**src/design/fhc_pkg.sv**
```systemverilog
// ----------------------------------------------------------------------------
// fhc_pkg: shared types, codes and tables for the frame header checker
// Status codes, header field codes, parse phases and the CRC-8 step.
// ----------------------------------------------------------------------------
package fhc_pkg;

  localparam int unsigned StatusW = 3;
  localparam int unsigned SizeW   = 17;
  localparam int unsigned RateW   = 20;

  typedef logic [StatusW-1:0] status_t;

  localparam status_t ST_OK        = 3'd0;
  localparam status_t ST_BAD_SYNC  = 3'd1;
  localparam status_t ST_BAD_NUM   = 3'd2;
  localparam status_t ST_BAD_RATE  = 3'd3;
  localparam status_t ST_CRC_ERR   = 3'd4;
  localparam status_t ST_TRUNCATED = 3'd5;

  // Block-size codes that pull in an extension field
  localparam logic [3:0] SIZE_EXT8  = 4'h6;
  localparam logic [3:0] SIZE_EXT16 = 4'h7;

  // Sample-rate codes with special handling
  localparam logic [3:0] RATE_STREAM = 4'h0;
  localparam logic [3:0] RATE_TABLE_LAST = 4'hB;
  localparam logic [3:0] RATE_KHZ    = 4'hC;
  localparam logic [3:0] RATE_HZ     = 4'hD;
  localparam logic [3:0] RATE_DAHZ   = 4'hE;
  localparam logic [3:0] RATE_BAD    = 4'hF;

  localparam logic [7:0] SYNC_BYTE0  = 8'hFF;
  localparam logic [7:0] SYNC1_MASK  = 8'hFC;
  localparam logic [7:0] SYNC1_VALUE = 8'hF8;
  localparam logic [7:0] CRC_POLY    = 8'h07;

  localparam logic [9:0]  KHZ_SCALE  = 10'd1000;
  localparam logic [RateW-1:0] DAHZ_SCALE = 20'd10;

  typedef enum logic [9:0] {
    PH_IDLE  = 10'b00_0000_0001,
    PH_SYNC1 = 10'b00_0000_0010,
    PH_SYNC2 = 10'b00_0000_0100,
    PH_CODES = 10'b00_0000_1000,
    PH_CHAN  = 10'b00_0001_0000,
    PH_NUM0  = 10'b00_0010_0000,
    PH_NUMC  = 10'b00_0100_0000,
    PH_BSEXT = 10'b00_1000_0000,
    PH_SREXT = 10'b01_0000_0000,
    PH_CRC   = 10'b10_0000_0000
  } phase_t;

  // One finished header as it leaves the parser
  typedef struct packed {
    logic             valid;
    status_t          status;
    logic [SizeW-1:0] frame_samples;
    logic [RateW-1:0] frame_rate;
  } result_t;

  function automatic logic [7:0] crc8_step(input logic [7:0] crc, input logic [7:0] b);
    logic [7:0] c;
    c = crc ^ b;
    for (int i = 0; i < 8; i++) begin
      c = c[7] ? ({c[6:0], 1'b0} ^ CRC_POLY) : {c[6:0], 1'b0};
    end
    return c;
  endfunction

  function automatic logic [SizeW-1:0] size_lookup(input logic [3:0] code);
    logic [SizeW-1:0] v;
    case (code)
      4'h1:    v = 17'd192;
      4'h2:    v = 17'd576;
      4'h3:    v = 17'd1152;
      4'h4:    v = 17'd2304;
      4'h5:    v = 17'd4608;
      4'h8:    v = 17'd256;
      4'h9:    v = 17'd512;
      4'hA:    v = 17'd1024;
      4'hB:    v = 17'd2048;
      4'hC:    v = 17'd4096;
      4'hD:    v = 17'd8192;
      4'hE:    v = 17'd16384;
      4'hF:    v = 17'd32768;
      default: v = '0;
    endcase
    return v;
  endfunction

  function automatic logic [RateW-1:0] rate_lookup(input logic [3:0] code);
    logic [RateW-1:0] v;
    case (code)
      4'h1:    v = 20'd88200;
      4'h2:    v = 20'd176400;
      4'h3:    v = 20'd192000;
      4'h4:    v = 20'd8000;
      4'h5:    v = 20'd16000;
      4'h6:    v = 20'd22050;
      4'h7:    v = 20'd24000;
      4'h8:    v = 20'd32000;
      4'h9:    v = 20'd44100;
      4'hA:    v = 20'd48000;
      4'hB:    v = 20'd96000;
      default: v = '0;
    endcase
    return v;
  endfunction

endpackage

```
**src/design/fhc_rate_calc.sv**
```systemverilog
// ----------------------------------------------------------------------------
// fhc_rate_calc: frame sample rate from rate code and extension
// Picks the stream rate, a table entry or the scaled extension value.
// ----------------------------------------------------------------------------
module fhc_rate_calc (
  input  logic [3:0]                 rate_code,
  input  logic [15:0]                ext_value,
  input  logic [fhc_pkg::RateW-1:0]  stream_rate,
  output logic [fhc_pkg::RateW-1:0]  rate
);
  import fhc_pkg::*;

  logic [25:0]      khz_prod;
  logic [RateW-1:0] dahz_prod;

  assign khz_prod  = {10'd0, ext_value} * {16'd0, KHZ_SCALE};
  assign dahz_prod = {4'd0, ext_value} * DAHZ_SCALE;

  always_comb begin
    case (rate_code) inside
      RATE_STREAM:                rate = stream_rate;
      [4'h1:RATE_TABLE_LAST]:     rate = rate_lookup(rate_code);
      RATE_KHZ:                   rate = khz_prod[RateW-1:0];
      RATE_HZ:                    rate = {4'd0, ext_value};
      RATE_DAHZ:                  rate = dahz_prod;
      default:                    rate = '0;
    endcase
  end

endmodule

```
**src/design/fhc_parser.sv**
```systemverilog
// ----------------------------------------------------------------------------
// fhc_parser: header parse state and per-byte decode
// Holds the parse phase and running CRC; decodes one byte per fire.
// ----------------------------------------------------------------------------
module fhc_parser (
  input  logic                       clk,
  input  logic                       rst,
  input  logic                       fire,
  input  logic                       header_start,
  input  logic [7:0]                 data_byte,
  input  logic                       last_available,
  input  logic [fhc_pkg::RateW-1:0]  stream_rate,
  output fhc_pkg::result_t           result
);
  import fhc_pkg::*;

  phase_t           phase, phase_next, phase_eff;
  logic [7:0]       crc, crc_next, crc_eff;
  logic [3:0]       size_code, size_code_next, size_eff;
  logic [3:0]       rate_code, rate_code_next, rate_eff;
  logic [2:0]       cont_left, cont_left_next, cont_eff;
  logic [1:0]       ext_left, ext_left_next, ext_left_eff;
  logic [15:0]      ext_value, ext_value_next, ext_eff, ext_shift;
  logic [SizeW-1:0] dbs, dbs_next, dbs_eff;
  logic [RateW-1:0] final_rate;

  // Start byte wipes the header context before it is decoded
  assign phase_eff    = header_start ? PH_SYNC1 : phase;
  assign crc_eff      = header_start ? '0 : crc;
  assign size_eff     = header_start ? '0 : size_code;
  assign rate_eff     = header_start ? '0 : rate_code;
  assign cont_eff     = header_start ? '0 : cont_left;
  assign ext_left_eff = header_start ? '0 : ext_left;
  assign ext_eff      = header_start ? '0 : ext_value;
  assign dbs_eff      = header_start ? '0 : dbs;
  assign ext_shift    = {ext_eff[7:0], data_byte};

  fhc_rate_calc u_rate (
    .rate_code   (rate_eff),
    .ext_value   (ext_eff),
    .stream_rate (stream_rate),
    .rate        (final_rate)
  );

  always_comb begin
    phase_next     = phase;
    crc_next       = crc;
    size_code_next = size_code;
    rate_code_next = rate_code;
    cont_left_next = cont_left;
    ext_left_next  = ext_left;
    ext_value_next = ext_value;
    dbs_next       = dbs;
    result         = '0;

    if (fire && phase_eff != PH_IDLE) begin
      phase_next     = phase_eff;
      crc_next       = (phase_eff != PH_CRC) ? crc8_step(crc_eff, data_byte) : crc_eff;
      size_code_next = size_eff;
      rate_code_next = rate_eff;
      cont_left_next = cont_eff;
      ext_left_next  = ext_left_eff;
      ext_value_next = ext_eff;
      dbs_next       = dbs_eff;

      case (phase_eff)
        PH_SYNC1: begin
          if (data_byte != SYNC_BYTE0) begin
            result.valid  = 1'b1;
            result.status = ST_BAD_SYNC;
          end else begin
            phase_next = PH_SYNC2;
          end
        end
        PH_SYNC2: begin
          if ((data_byte & SYNC1_MASK) != SYNC1_VALUE) begin
            result.valid  = 1'b1;
            result.status = ST_BAD_SYNC;
          end else begin
            phase_next = PH_CODES;
          end
        end
        PH_CODES: begin
          size_code_next = data_byte[7:4];
          rate_code_next = data_byte[3:0];
          if (data_byte[3:0] == RATE_BAD) begin
            result.valid  = 1'b1;
            result.status = ST_BAD_RATE;
          end else begin
            phase_next = PH_CHAN;
          end
        end
        PH_CHAN: begin
          phase_next = PH_NUM0;
        end
        PH_NUM0, PH_NUMC: begin
          logic num_bad;
          logic num_done;
          num_bad  = 1'b0;
          num_done = 1'b0;
          if (phase_eff == PH_NUM0) begin
            if (data_byte[7:6] == 2'b10 || data_byte[7:1] == 7'h7F) begin
              num_bad = 1'b1;
            end else begin
              // leading ones give the count of continuation bytes
              if (data_byte[7:2] == 6'h3F)      cont_left_next = 3'd5;
              else if (data_byte[7:3] == 5'h1F) cont_left_next = 3'd4;
              else if (data_byte[7:4] == 4'hF)  cont_left_next = 3'd3;
              else if (data_byte[7:5] == 3'h7)  cont_left_next = 3'd2;
              else if (data_byte[7:6] == 2'h3)  cont_left_next = 3'd1;
              else                              cont_left_next = 3'd0;
              if (cont_left_next != 3'd0) phase_next = PH_NUMC;
              else                        num_done = 1'b1;
            end
          end else begin
            if (data_byte[7:6] != 2'b10) begin
              num_bad = 1'b1;
            end else begin
              cont_left_next = cont_eff - 3'd1;
              num_done = (cont_eff == 3'd1);
            end
          end
          if (num_bad) begin
            result.valid  = 1'b1;
            result.status = ST_BAD_NUM;
          end
          if (num_done) begin
            ext_value_next = '0;
            if (size_eff == SIZE_EXT8) begin
              ext_left_next = 2'd1;
              phase_next    = PH_BSEXT;
            end else if (size_eff == SIZE_EXT16) begin
              ext_left_next = 2'd2;
              phase_next    = PH_BSEXT;
            end else begin
              dbs_next = size_lookup(size_eff);
              if (rate_eff == RATE_KHZ) begin
                ext_left_next = 2'd1;
                phase_next    = PH_SREXT;
              end else if (rate_eff == RATE_HZ || rate_eff == RATE_DAHZ) begin
                ext_left_next = 2'd2;
                phase_next    = PH_SREXT;
              end else begin
                ext_left_next = 2'd0;
                phase_next    = PH_CRC;
              end
            end
          end
        end
        PH_BSEXT: begin
          ext_value_next = ext_shift;
          ext_left_next  = ext_left_eff - 2'd1;
          if (ext_left_eff == 2'd1) begin
            dbs_next       = {1'b0, ext_shift} + 17'd1;
            ext_value_next = '0;
            if (rate_eff == RATE_KHZ) begin
              ext_left_next = 2'd1;
              phase_next    = PH_SREXT;
            end else if (rate_eff == RATE_HZ || rate_eff == RATE_DAHZ) begin
              ext_left_next = 2'd2;
              phase_next    = PH_SREXT;
            end else begin
              ext_left_next = 2'd0;
              phase_next    = PH_CRC;
            end
          end
        end
        PH_SREXT: begin
          ext_value_next = ext_shift;
          ext_left_next  = ext_left_eff - 2'd1;
          if (ext_left_eff == 2'd1) phase_next = PH_CRC;
        end
        PH_CRC: begin
          result.valid = 1'b1;
          if (data_byte == crc_eff) begin
            result.status        = ST_OK;
            result.frame_samples = dbs_eff;
            result.frame_rate    = final_rate;
          end else begin
            result.status = ST_CRC_ERR;
          end
        end
        default: begin
          phase_next = PH_IDLE;
        end
      endcase

      if (!result.valid && last_available) begin
        result.valid  = 1'b1;
        result.status = ST_TRUNCATED;
      end
      if (result.valid) phase_next = PH_IDLE;
    end
  end

  always_ff @(posedge clk) begin
    if (rst) begin
      phase     <= PH_IDLE;
      crc       <= '0;
      size_code <= '0;
      rate_code <= '0;
      cont_left <= '0;
      ext_left  <= '0;
      ext_value <= '0;
      dbs       <= '0;
    end else begin
      phase     <= phase_next;
      crc       <= crc_next;
      size_code <= size_code_next;
      rate_code <= rate_code_next;
      cont_left <= cont_left_next;
      ext_left  <= ext_left_next;
      ext_value <= ext_value_next;
      dbs       <= dbs_next;
    end
  end

endmodule

```
**src/design/flac_frame_header_check.sv**
```systemverilog
// ----------------------------------------------------------------------------
// flac_frame_header_check: byte-serial FLAC frame header parser and checker
// Input byte register, per-byte decode with CRC-8, registered result.
// ----------------------------------------------------------------------------
// Feed the header one byte per transfer, first byte (0xFF) flagged by
// header_start; a new header_start abandons any header in progress without a
// result. Every header that ends gives one result transfer: status, frame
// size in samples and frame rate (both zero unless status is OK). A byte is
// captured in the input register and decoded together with one CRC-8 step
// once the output register is free; its result then lands in the output
// register, so a transfer can be taken every cycle while in_stall is low, and
// a result is valid after the byte that ends the header has passed through
// the input register and the output register. in_stall only rises when a
// result sits in the output register under out_stall with a byte already
// waiting. The stream sample rate register (used for rate code 0) is always
// ready and must be written while no header is in progress.
module flac_frame_header_check (
  input  logic                       clk,
  input  logic                       rst,
  // byte input
  input  logic                       in_valid,
  output logic                       in_stall,
  input  logic                       header_start,
  input  logic [7:0]                 data_byte,
  input  logic                       last_available,
  // result output
  output logic                       out_valid,
  input  logic                       out_stall,
  output fhc_pkg::status_t           status,
  output logic [fhc_pkg::SizeW-1:0]  frame_samples,
  output logic [fhc_pkg::RateW-1:0]  frame_rate,
  // configuration write
  input  logic                       cfg_valid,
  output logic                       cfg_ready,
  input  logic [fhc_pkg::RateW-1:0]  stream_sample_rate
);
  import fhc_pkg::*;

  logic             stage_valid;
  logic             stage_start;
  logic [7:0]       stage_byte;
  logic             stage_last;
  logic             out_free;
  logic             fire;
  logic             in_take;
  logic [RateW-1:0] stream_rate;
  result_t          result;

  // Output register can take a new result when empty or draining this cycle
  assign out_free = !out_valid || !out_stall;
  assign fire     = stage_valid && out_free;
  assign in_stall = stage_valid && !out_free;
  assign in_take  = in_valid && !in_stall;
  assign cfg_ready = 1'b1;

  // Input register
  always_ff @(posedge clk) begin
    if (rst) begin
      stage_valid <= 1'b0;
    end else if (in_take) begin
      stage_valid <= 1'b1;
    end else if (fire) begin
      stage_valid <= 1'b0;
    end
  end

  always_ff @(posedge clk) begin
    if (in_take) begin
      stage_start <= header_start;
      stage_byte  <= data_byte;
      stage_last  <= last_available;
    end
  end

  // Stream rate register
  always_ff @(posedge clk) begin
    if (rst) begin
      stream_rate <= '0;
    end else if (cfg_valid && cfg_ready) begin
      stream_rate <= stream_sample_rate;
    end
  end

  fhc_parser u_parser (
    .clk            (clk),
    .rst            (rst),
    .fire           (fire),
    .header_start   (stage_start),
    .data_byte      (stage_byte),
    .last_available (stage_last),
    .stream_rate    (stream_rate),
    .result         (result)
  );

  // Result register
  always_ff @(posedge clk) begin
    if (rst) begin
      out_valid <= 1'b0;
    end else if (fire && result.valid) begin
      out_valid <= 1'b1;
    end else if (!out_stall) begin
      out_valid <= 1'b0;
    end
  end

  always_ff @(posedge clk) begin
    if (fire && result.valid) begin
      status        <= result.status;
      frame_samples <= result.frame_samples;
      frame_rate    <= result.frame_rate;
    end
  end

  // A failed header never reports size or rate
  assert property (@(posedge clk) disable iff (rst)
    out_valid && status != ST_OK |-> frame_samples == '0 && frame_rate == '0)
    else $error("error result carries nonzero size or rate");

  assert property (@(posedge clk) disable iff (rst)
    out_valid |-> status <= ST_TRUNCATED)
    else $error("result status out of range");

  // Back-pressure only comes from a held result
  assert property (@(posedge clk) disable iff (rst)
    in_stall |-> out_valid && out_stall && stage_valid)
    else $error("input stalled without a held result");

  assert property (@(posedge clk) disable iff (rst)
    in_take |=> stage_valid)
    else $error("accepted byte lost from input register");

endmodule

```
**config.mk**
```make
export PLATFORM = sky130hd
export DESIGN_NAME = flac_frame_header_check
export DESIGN_NICKNAME = d
export VERILOG_FILES = /design/src/design/fhc_pkg.sv /design/src/design/fhc_rate_calc.sv /design/src/design/fhc_parser.sv /design/src/design/flac_frame_header_check.sv
export SDC_FILE = /design/constraint.sdc
export NUM_CORES = 1
export LEC_CHECK = 0
export BUFFER_PORTS_ARGS = -buffer_cell sky130_fd_sc_hd__buf_2
export CAP_MARGIN = 10
export CELL_PAD_IN_SITES_DETAIL_PLACEMENT = 1
export CELL_PAD_IN_SITES_GLOBAL_PLACEMENT = 1
export CORE_MARGIN = 2
export CORE_UTILIZATION = 40
export DETAILED_ROUTE_END_ITERATION = 7
export PLACE_DENSITY_LB_ADDON = 0.1
export SYNTH_ARGS = -nofsm -noshare
export SYNTH_HDL_FRONTEND = slang
export SYNTH_HIERARCHICAL = 1
export SYNTH_SLANG_ARGS = --single-unit
```
**constraint.sdc**
```tcl
create_clock -name clk -period 9.1 [get_ports clk]
set_clock_uncertainty 0.1 [all_clocks]
set_input_delay 0.91 -clock clk [delete_from_list [all_inputs] [get_ports clk]]
set_output_delay 0.91 -clock clk [all_outputs]
set_load 0.01 [all_outputs]
```
==> results.sh, run 1 <==
export IMPL_outcome="finished clean"
export IMPL_first_pass_iters=5
export IMPL_critPathMaxStageDelay_ps=920
export IMPL_synth_most_common_cell="nor2_1"
export IMPL_path_cells="nor2b_1 -> inv_1 -> fa_1 -> fa_1 -> fa_1 -> fa_1 -> inv_1 -> ha_1 -> o21a_1 -> o21ai_2 -> nor3b_1 -> o32a_4 -> a31oi_4 -> xnor2_1 -> o21ai_1 -> and2_1"
export IMPL_rr_startpoint="stage_start$_DFFE_PP_"
export IMPL_grt_use_met2_pct=42.4
export IMPL_avgSynthCellArea_um2=8.98
export IMPL_diodes=0
export IMPL_final_setup_tns_ps=0
export IMPL_synth_cell_types=95
export IMPL_cts_buffer_depth=2
export IMPL_layout_nets=1382
export IMPL_finalSetupViolations=0
export IMPL_netlist_top_cells_count="nor2_1, inv_1, dfxtp_1"
export IMPL_hold_depth=2
export IMPL_max_slew_margin_rel_pct=32.0
export IMPL_grt_busiest_layer="met2"
export IMPL_path_buf_inv=2
export IMPL_ys_async_sr_fraction_pct=0
export IMPL_use_met1_pct=27.8
export IMPL_core_area_um2=26000
export IMPL_cts_buffers_inserted=17
export IMPL_synth_edf_count=50
export IMPL_cts_resized=0
export IMPL_grt_pass1_wl_um=50600
export IMPL_reg2reg_slack_ps=2970
export IMPL_max_freq_mhz=163
export IMPL_drt_iter0_markers=316
export IMPL_clk_latency_ps=430
export IMPL_post_route_min_period_ps=6130
export IMPL_ys_seq_area_share_pct=30.6
export IMPL_crit_slowest_cell="nor2b_1"
export IMPL_synth_cells=1174
export IMPL_cp_arrival_ps=6210
export IMPL_worstSetupStartpoint="stage_start$_DFFE_PP_"
export IMPL_wire_per_inst_um=20.0
export IMPL_clockRootBuffer="clkbuf_16"
export IMPL_tightestPinTransition_ps=1020
export IMPL_gp_congestion=0.865
export IMPL_cp_endpoint="frame_rate[19]$_DFFE_PP_"
export IMPL_grtUsageTotal_pct=23.1
export IMPL_cts_tree="built"
export IMPL_final_util_pct=45.4
export IMPL_ys_seq_elements=136
export IMPL_die_area_um2=27700
export IMPL_fin_crit_sh_pct=67.4
export IMPL_antenna_found_initial=0
export IMPL_cts_clk_slew_worst_paths_ps=70
export IMPL_cpMostUsedCell="fa_1"
export IMPL_rsz0062_at_grt="false"
export IMPL_post_cts_buffers=0
export IMPL_port_buffers=76
export IMPL_crit_type="reg -> reg"
export IMPL_die_h_um=166
export IMPL_rows=59
export IMPL_ios=78
export IMPL_routed_wirelength_um=31500
export IMPL_grt_pass1_vias=9202
export IMPL_hold_class="reg -> reg"
export IMPL_path_max_fanout=20
export IMPL_fin_ws_ps=2970
export IMPL_cp_num_cells=16
export IMPL_hold_viol_final=0
export IMPL_synthFlopType="dfxtp_1"
export IMPL_end_kind="flop"
export IMPL_place_hpwl_um=23600
export IMPL_cts_sinks=136
export IMPL_avgViaCountPerCell=5.49
export IMPL_synth_top_area_cell="dfxtp_1"
export IMPL_peakVddDrop_v=0.0000891
export IMPL_synth_area_um2=10500
export IMPL_drtAntennaViolNets=0
export IMPL_power_density_nw_per_um2=126
export IMPL_die_x_um=166
export IMPL_drv_cap=0
export IMPL_drcViolationCount=0
export IMPL_rr_worst_depth=16
export IMPL_critical_path_top_delay_family="adder cells"
export IMPL_synth_top_area_share_pct=16.3
export IMPL_p_leak_nw=4.64
export IMPL_cts_hold_buf=0
export IMPL_synth_fp_nets=1328
export IMPL_cts_htree_levels=4
export IMPL_cp_required_ps=9180
export IMPL_area_growth_pct=11.9
export IMPL_num_vias=8647
export IMPL_rr_endpoint="frame_rate[19]$_DFFE_PP_"
export IMPL_synth_area_leaders="dfxtp_1, edfxtp_1, ha_1"
export IMPL_start_util_pct=40.6
export IMPL_drv_slew=0
export IMPL_grt_overflow=0
export IMPL_grt_max_degree=50
export IMPL_layout_drive_gt1_share_pct=13.3
export IMPL_globalRouteMet3Util_pct=2.69
export IMPL_startpoint_type="flop"
export IMPL_synth_warnings=6
export IMPL_pre_cts_slack_ps=3010
[routing by layer]
layer,up-vias,share of wire [%]
met2,156,52
met5,-,0
met3,51,2.4
li1,4219,-
met4,0,3.0
met1,4221,43
[layout by cell type, fill, tap and decap left out, drive strengths merged, types with 43 or more instances in the layout]
cell type,n
nor2b,46
dfxtp,86
edfxtp,50
inv,94
xnor2,47
and2,45
nand2,82
fa,43
nor2,117
ha,76
buf,94
o21ai,64
a21oi,68
[sequential cells by signal, summed over array words and instances, names as in the netlist]
signal,count
u_parser/ext_left,2
frame_samples,17
stage_start,1
stage_valid,1
u_parser/rate_code,4
u_parser/cont_left,3
u_parser/dbs,17
stream_rate,20
stage_last,1
status,3
stage_byte,8
u_parser/phase,10
frame_rate,20
u_parser/size_code,4
out_valid,1
u_parser/crc,8
u_parser/ext_value,16
[where the power goes]
| part | switching [mW] | total, mW | leakage, nW | internal [mW] |
|---|---|---|---|---|
| Sequential | 0.0154 | 0.657 | 1.09 | 0.641 |
| Combinational | 0.0575 | 0.100 | 3.27 | 0.0430 |
| Clock | 0.296 | 0.732 | 0.282 | 0.435 |
| Total | 0.369 | 1.49 | 4.64 | 1.12 |
[worst register-to-register path: stages, from the launching register on]
cell	delay, ps
edfxtp_1	730
nor2b_1	940
inv_1	300
fa_1	590
fa_1	440
fa_1	490
fa_1	490
inv_1	40
ha_1	330
o21a_1	230
o21ai_2	180
nor3b_1	110
o32a_4	390
a31oi_4	180
xnor2_1	130
o21ai_1	70
and2_1	140
[cell type report]
cell class	count	area, um2
Fill cell	3090	14200
Multi-Input combinational cell	887	6690
Sequential cell	136	3220
Timing Repair Buffer	95	529
Clock buffer	19	433
Tap cell	335	419
Inverter	91	342
Clock inverter	13	171
[how the worst min path moves through the flow]
stage / startpoint / end
2_1_floorplan: u_parser/dbs[12]$_SDFFE_PP0P_ / u_parser/dbs[12]$_SDFFE_PP0P_
3_3_place_gp: u_parser/dbs[12]$_SDFFE_PP0P_ / u_parser/dbs[12]$_SDFFE_PP0P_
3_5_place_dp: u_parser/dbs[12]$_SDFFE_PP0P_ / u_parser/dbs[12]$_SDFFE_PP0P_
4_1_cts: u_parser/dbs[12]$_SDFFE_PP0P_ / u_parser/dbs[12]$_SDFFE_PP0P_
5_1_grt: u_parser/dbs[12]$_SDFFE_PP0P_ / u_parser/dbs[12]$_SDFFE_PP0P_
6_report: u_parser/dbs[12]$_SDFFE_PP0P_ / u_parser/dbs[12]$_SDFFE_PP0P_
[cell families (layout without fill, tap and decap cells)]
kind of cell	count (synthesis)	count (layout)	synth area share, %
AO/OA/AOI/OAI	283	283	18.6
XOR/XNOR	65	65	5.67
adder cells (fa/ha/maj)	119	119	17.2
buffers and inverters	151	218	6.18
flip-flops	136	136	30.6
multiplexers	25	25	2.49
other	1	1	0.0356
AND/OR/NAND/NOR	394	394	19.3
[per-stage QoR]
| step | power, mW | cell area [um2] | hold slack (ps) | cells |
|---|---|---|---|---|
| floorplan | 0.739 | 10500 | 307 | 1174 |
| global placement | 0.769 | 11200 | 323 | 1543 |
| detailed placement | 0.771 | 11200 | 342 | 1543 |
| CTS | 1.51 | 11800 | 349 | 1575 |
| global route | 1.54 | 11800 | 361 | 1576 |
| finish | 1.49 | 11800 | 344 | 1576 |
No activity file was read; power rests on OpenSTA's default activity.
==> run 2, diff against run 1 <==
==> constraint.sdc (replaced) <==
create_clock -name clk -period 5.2 [get_ports clk]
set_clock_uncertainty 0.1 [all_clocks]
set_input_delay 0.52 -clock clk [delete_from_list [all_inputs] [get_ports clk]]
set_output_delay 0.52 -clock clk [all_outputs]
set_load 0.01 [all_outputs]
==> results.sh, run 2 (same netlist as run 1, synthesis figures left out) <==
export IMPL_layout_common_cells="nor2_1, dfxtp_1, inv_1, nand2_1, buf_2"
export IMPL_startpoint_type="flop"
export IMPL_die_x_um=166
export IMPL_grt_pass1_wl_um=52100
export IMPL_peakVddDrop_v=0.000166
export IMPL_worstSetupStartpoint="stage_start$_DFFE_PP_"
export IMPL_port_buffers=76
export IMPL_reg_largest_list="frame_rate x20, stream_rate x20"
export IMPL_post_route_min_period_ps=5060
export IMPL_cts_buffer_depth=2
export IMPL_pre_cts_slack_ps=153
export IMPL_cts_tree="built"
export IMPL_grt_pass1_vias=9093
export IMPL_avgViaCountPerCell=5.62
export IMPL_fin_area_um2=12000
export IMPL_crit_slowest_cell="fa_1"
export IMPL_rows=59
export IMPL_die_area_um2=27700
export IMPL_drtAntennaViolNets=0
export IMPL_num_vias=8913
export IMPL_routed_top_layer="met4"
export IMPL_min_from="data_byte[6]"
export IMPL_cpMostUsedCell="fa_1"
export IMPL_drv_slew=0
export IMPL_postPlaceCellArea_um2=11300
export IMPL_cp_arrival_ps=5130
export IMPL_reg2reg_slack_ps=140
export IMPL_cts_buffers_inserted=17
export IMPL_fin_total_pwr_mw=2.62
export IMPL_max_slew_margin_rel_pct=34.3
export IMPL_path_max_fanout=29
export IMPL_grtUsageTotal_pct=23.6
export IMPL_ios=78
export IMPL_cts_sinks=136
export IMPL_critPathMaxStageDelay_ps=590
export IMPL_rr_worst_depth=17
export IMPL_first_pass_iters=5
export IMPL_fin_ws_ps=143
export IMPL_drv_cap=0
export IMPL_antenna_found_initial=0
export IMPL_layout_commonest_cell="nor2_1"
export IMPL_cp_required_ps=5270
export IMPL_cts_hold_buf=0
export IMPL_outcome="finished clean"
export IMPL_rr_endpoint="frame_rate[19]$_DFFE_PP_"
export IMPL_cts_clk_slew_worst_paths_ps=70
export IMPL_cts_htree_levels=4
export IMPL_clk_latency_ps=430
export IMPL_die_h_um=166
export IMPL_path_cells="buf_12 -> nor2b_2 -> inv_1 -> fa_1 -> fa_1 -> fa_1 -> fa_1 -> inv_1 -> ha_1 -> o21a_1 -> o21ai_4 -> nor3b_2 -> o32a_4 -> a31oi_4 -> xnor2_1 -> o21ai_1 -> and2_1"
export IMPL_max_freq_mhz=198
export IMPL_drt_iter0_markers=543
export IMPL_wl_met1_um=16800
export IMPL_clockRootBuffer="clkbuf_16"
export IMPL_diodes=0
export IMPL_start_util_pct=40.6
export IMPL_hold_depth=1
export IMPL_tightestPinTransition_ps=985
export IMPL_wl_met3_um=1390
export IMPL_wl_met2_um=13600
export IMPL_drcViolationCount=0
export IMPL_rr_startpoint="stage_start$_DFFE_PP_"
export IMPL_routed_wirelength_um=32000
export IMPL_fin_crit_sh_pct=97.2
export IMPL_gp_congestion=0.848
export IMPL_power_density_nw_per_um2=218
export IMPL_whs_ps=160
export IMPL_grt_overflow=0
export IMPL_cp_endpoint="frame_rate[19]$_DFFE_PP_"
export IMPL_end_kind="flop"
export IMPL_grt_max_degree=41
export IMPL_hold_class="in -> reg"
export IMPL_hold_viol_final=0
export IMPL_layout_drive_gt1_share_pct=16.3
export IMPL_crit_type="reg -> reg"
export IMPL_p_leak_nw=4.70
export IMPL_area_growth_pct=14.1
export IMPL_wire_per_inst_um=20.2
export IMPL_place_hpwl_um=24100
export IMPL_layout_nets=1392
export IMPL_core_area_um2=26000
export IMPL_finalSetupViolations=0
[run 2: worst max-delay path: cells and delay by family, from the launching register on]
family | cells | cell delay, ps
adder cells (fa/ha/maj) | 5 | 2320
AO/OA/AOI/OAI | 5 | 1020
flip-flops | 1 | 430
AND/OR/NAND/NOR | 3 | 410
buffers and inverters | 3 | 360
XOR/XNOR | 1 | 140
[run 2: metrics by stage]
stage	instances	util, %	setup TNS, ps
after floorplan	1174	-	-36.9
after global placement	1551	43.6	0
after detailed placement	1551	43.6	0
after CTS	1583	46.0	0
after global routing	1586	46.3	-64.6
final	1586	46.3	0
[run 2: worst min-delay path by stage]
| stage | endpoint | slack, ps |
|---|---|---|
| floorplan | u_parser/dbs[12]$_SDFFE_PP0P_ | 310 |
| global placement | u_parser/dbs[12]$_SDFFE_PP0P_ | 320 |
| detailed placement | u_parser/dbs[16]$_SDFFE_PP0P_ | 330 |
| CTS | stage_byte[6]$_DFFE_PP_ | 150 |
| global route | stage_byte[6]$_DFFE_PP_ | 140 |
| finish | stage_byte[6]$_DFFE_PP_ | 160 |
[run 2: metal layers]
layer	GRT usage, %	vias to the layer above
met5	0	-
li1	-	4251
met2	34.6	198
met4	4.09	0
met3	3.12	11
met1	37.2	4453
[run 2: timing repair]
action / 4_1_cts / 5_1_grt
gates resized for setup: 0 / 14
setup endpoints to repair: 0 / 5
setup buffers: 0 / 3
[run 2: cell type report]
class	instances	area, um2
Fill cell	3068	14000
Multi-Input combinational cell	887	6830
Sequential cell	136	3220
Timing Repair Buffer	105	611
Clock buffer	17	425
Tap cell	335	419
Inverter	91	345
Clock inverter	15	183
[run 2: power by group]
group | internal (mW) | switching [mW] | total (mW) | leakage, nW
clock | 0.730 | 0.562 | 1.29 | 0.299
combinational | 0.0765 | 0.106 | 0.183 | 3.31
sequential | 1.12 | 0.0271 | 1.15 | 1.09
total | 1.93 | 0.696 | 2.62 | 4.70
==> run 3, diff against run 2 <==
--- a/config.mk
+++ b/config.mk
@@ -13,6 +13,7 @@
 export CORE_UTILIZATION = 40
 export DETAILED_ROUTE_END_ITERATION = 7
 export PLACE_DENSITY_LB_ADDON = 0.1
+export RECOVER_POWER = 100
 export SYNTH_ARGS = -nofsm -noshare
 export SYNTH_HDL_FRONTEND = slang
 export SYNTH_HIERARCHICAL = 1
==> results.sh, run 3 (same netlist as run 1, synthesis figures left out) <==
export IMPL_port_buffers=76
export IMPL_antenna_found_initial=0
export IMPL_rows=59
export IMPL_first_pass_iters=5
export IMPL_drcViolationCount=0
export IMPL_path_max_fanout=29
export IMPL_place_hpwl_um=24100
export IMPL_cts_sinks=136
export IMPL_layout_drive_gt1_share_pct=11.8
export IMPL_grt_overflow=0
export IMPL_wire_per_inst_um=20.2
export IMPL_cts_buffers_inserted=17
export IMPL_grtUsageTotal_pct=23.6
export IMPL_outcome="finished, violations left"
export IMPL_path_buf_inv=3
export IMPL_finalSetupViolations=0
export IMPL_layout_common_cells="nor2_1, dfxtp_1, inv_1, nand2_1, ha_1"
export IMPL_cts_clk_slew_worst_paths_ps=70
export IMPL_post_route_min_period_ps=5050
export IMPL_cp_arrival_ps=5120
export IMPL_fin_crit_sh_pct=97.1
export IMPL_power_density_nw_per_um2=220
export IMPL_crit_type="reg -> reg"
export IMPL_worstSetupStartpoint="stage_start$_DFFE_PP_"
export IMPL_gp_congestion=0.848
export IMPL_drv_slew=0
export IMPL_grt_pass1_vias=9093
export IMPL_cts_tree="built"
export IMPL_startpoint_type="flop"
export IMPL_area_growth_pct=13.0
export IMPL_diodes=0
export IMPL_path_cells="buf_12 -> nor2b_2 -> inv_1 -> fa_1 -> fa_1 -> fa_1 -> fa_1 -> inv_1 -> ha_1 -> o21a_1 -> o21ai_4 -> nor3b_2 -> o32a_4 -> a31oi_4 -> xnor2_1 -> o21ai_1 -> and2_1"
export IMPL_drv_cap=1
export IMPL_cp_required_ps=5270
export IMPL_avgViaCountPerCell=5.63
export IMPL_layout_nets=1392
export IMPL_fin_total_pwr_mw=2.62
export IMPL_num_vias=8929
export IMPL_die_area_um2=27700
export IMPL_drt_iter0_markers=560
export IMPL_max_slew_margin_rel_pct=0.772
export IMPL_die_h_um=166
export IMPL_drtAntennaViolNets=0
export IMPL_critPathMaxStageDelay_ps=590
export IMPL_nFillCells=3093
export IMPL_tightestPinTransition_ps=1490
export IMPL_reg_largest_list="frame_rate x20, stream_rate x20"
export IMPL_grt_max_degree=41
export IMPL_core_area_um2=26000
export IMPL_ios=78
export IMPL_min_from="data_byte[6]"
export IMPL_grt_pass1_wl_um=52100
export IMPL_cpMostUsedCell="fa_1"
export IMPL_rr_startpoint="stage_start$_DFFE_PP_"
export IMPL_cts_htree_levels=4
export IMPL_end_kind="flop"
export IMPL_violations="max-capacitance violations"
export IMPL_start_util_pct=40.6
export IMPL_final_setup_tns_ps=0
export IMPL_hold_viol_final=0
export IMPL_layout_commonest_cell="nor2_1"
export IMPL_p_leak_nw=4.60
export IMPL_clk_latency_ps=430
export IMPL_peakVddDrop_v=0.000166
export IMPL_crit_slowest_cell="fa_1"
export IMPL_critical_path_top_delay_family="adder cells"
export IMPL_hold_class="in -> reg"
export IMPL_routed_wirelength_um=32100
export IMPL_max_freq_mhz=198
export IMPL_cts_buffer_depth=2
export IMPL_clockRootBuffer="clkbuf_16"
export IMPL_die_x_um=166
==> run 3: cell types whose count changed in the layout (fill, tap and decap cells not counted), sizes merged <==
| cell | before | now |
|---|---|---|
| clkbuf | 17 | 65 |
| buf | 105 | 57 |
==> run 3: metal layers <==
metal	GRT usage, %	wire length (um)	vias up
li1	-	-	4253
met1	37.2	16800	4446
met2	34.6	13600	217
met3	3.12	1440	13
met4	4.09	221	0
met5	0	0	-
==> run 3: per-stage QoR <==
step | setup WS, ps | utilization (%) | hold WS [ps] | cell area, um2 | instances
after floorplan | -36.9 | - | 307 | 10700 | 1174
after global placement | 266 | 43.6 | 317 | 11300 | 1551
after detailed placement | 153 | 43.6 | 335 | 11300 | 1551
after CTS | 99.9 | 46.0 | 150 | 11900 | 1583
after global routing | -25.4 | 45.8 | 142 | 11900 | 1586
final | 149 | 45.8 | 159 | 11900 | 1586
==> run 3: path summary, 6_finish.rpt <==
path                                   end  slack (ps)  cells after the start
max               frame_rate[19]$_DFFE_PP_         150                     17
min                stage_byte[6]$_DFFE_PP_         160                      1
max reg2reg       frame_rate[19]$_DFFE_PP_         150                     17
min reg2reg  u_parser/dbs[12]$_SDFFE_PP0P_         340                      2
==> run 3: power breakdown <==
part,switching [mW],internal (mW)
Sequential,0.0272,1.12
Clock,0.563,0.731
Combinational,0.106,0.0738
Total,0.696,1.93
==> run 3: timing repair <==
action	in CTS	in global routing
hold buffers	0	0
setup buffers	0	3
hold endpoints to repair	0	0
gates resized for setup	0	14
setup endpoints to repair	0	5
==> run 3: area by class of cell <==
type / count / area (um2) / share of cell area (%)
flip-flops and latches: 136 / 3220 / 27.1
multi-input cells: 887 / 6780 / 56.9
clock buffers: 17 / 425 / 3.57
repair buffers: 105 / 539 / 4.53
clock inverters: 15 / 183 / 1.53
inverters: 91 / 345 / 2.90
well taps: 335 / 419 / 3.52
==> run 3: worst register-to-register path: stages (launching register included) <==
cell and delay (ps):
edfxtp_1 430, buf_12 210, nor2b_2 190, inv_1 110
fa_1 590, fa_1 450, fa_1 480, fa_1 490
inv_1 40, ha_1 310, o21a_1 240, o21ai_4 190
nor3b_2 90, o32a_4 390, a31oi_4 130, xnor2_1 130
o21ai_1 70, and2_1 140
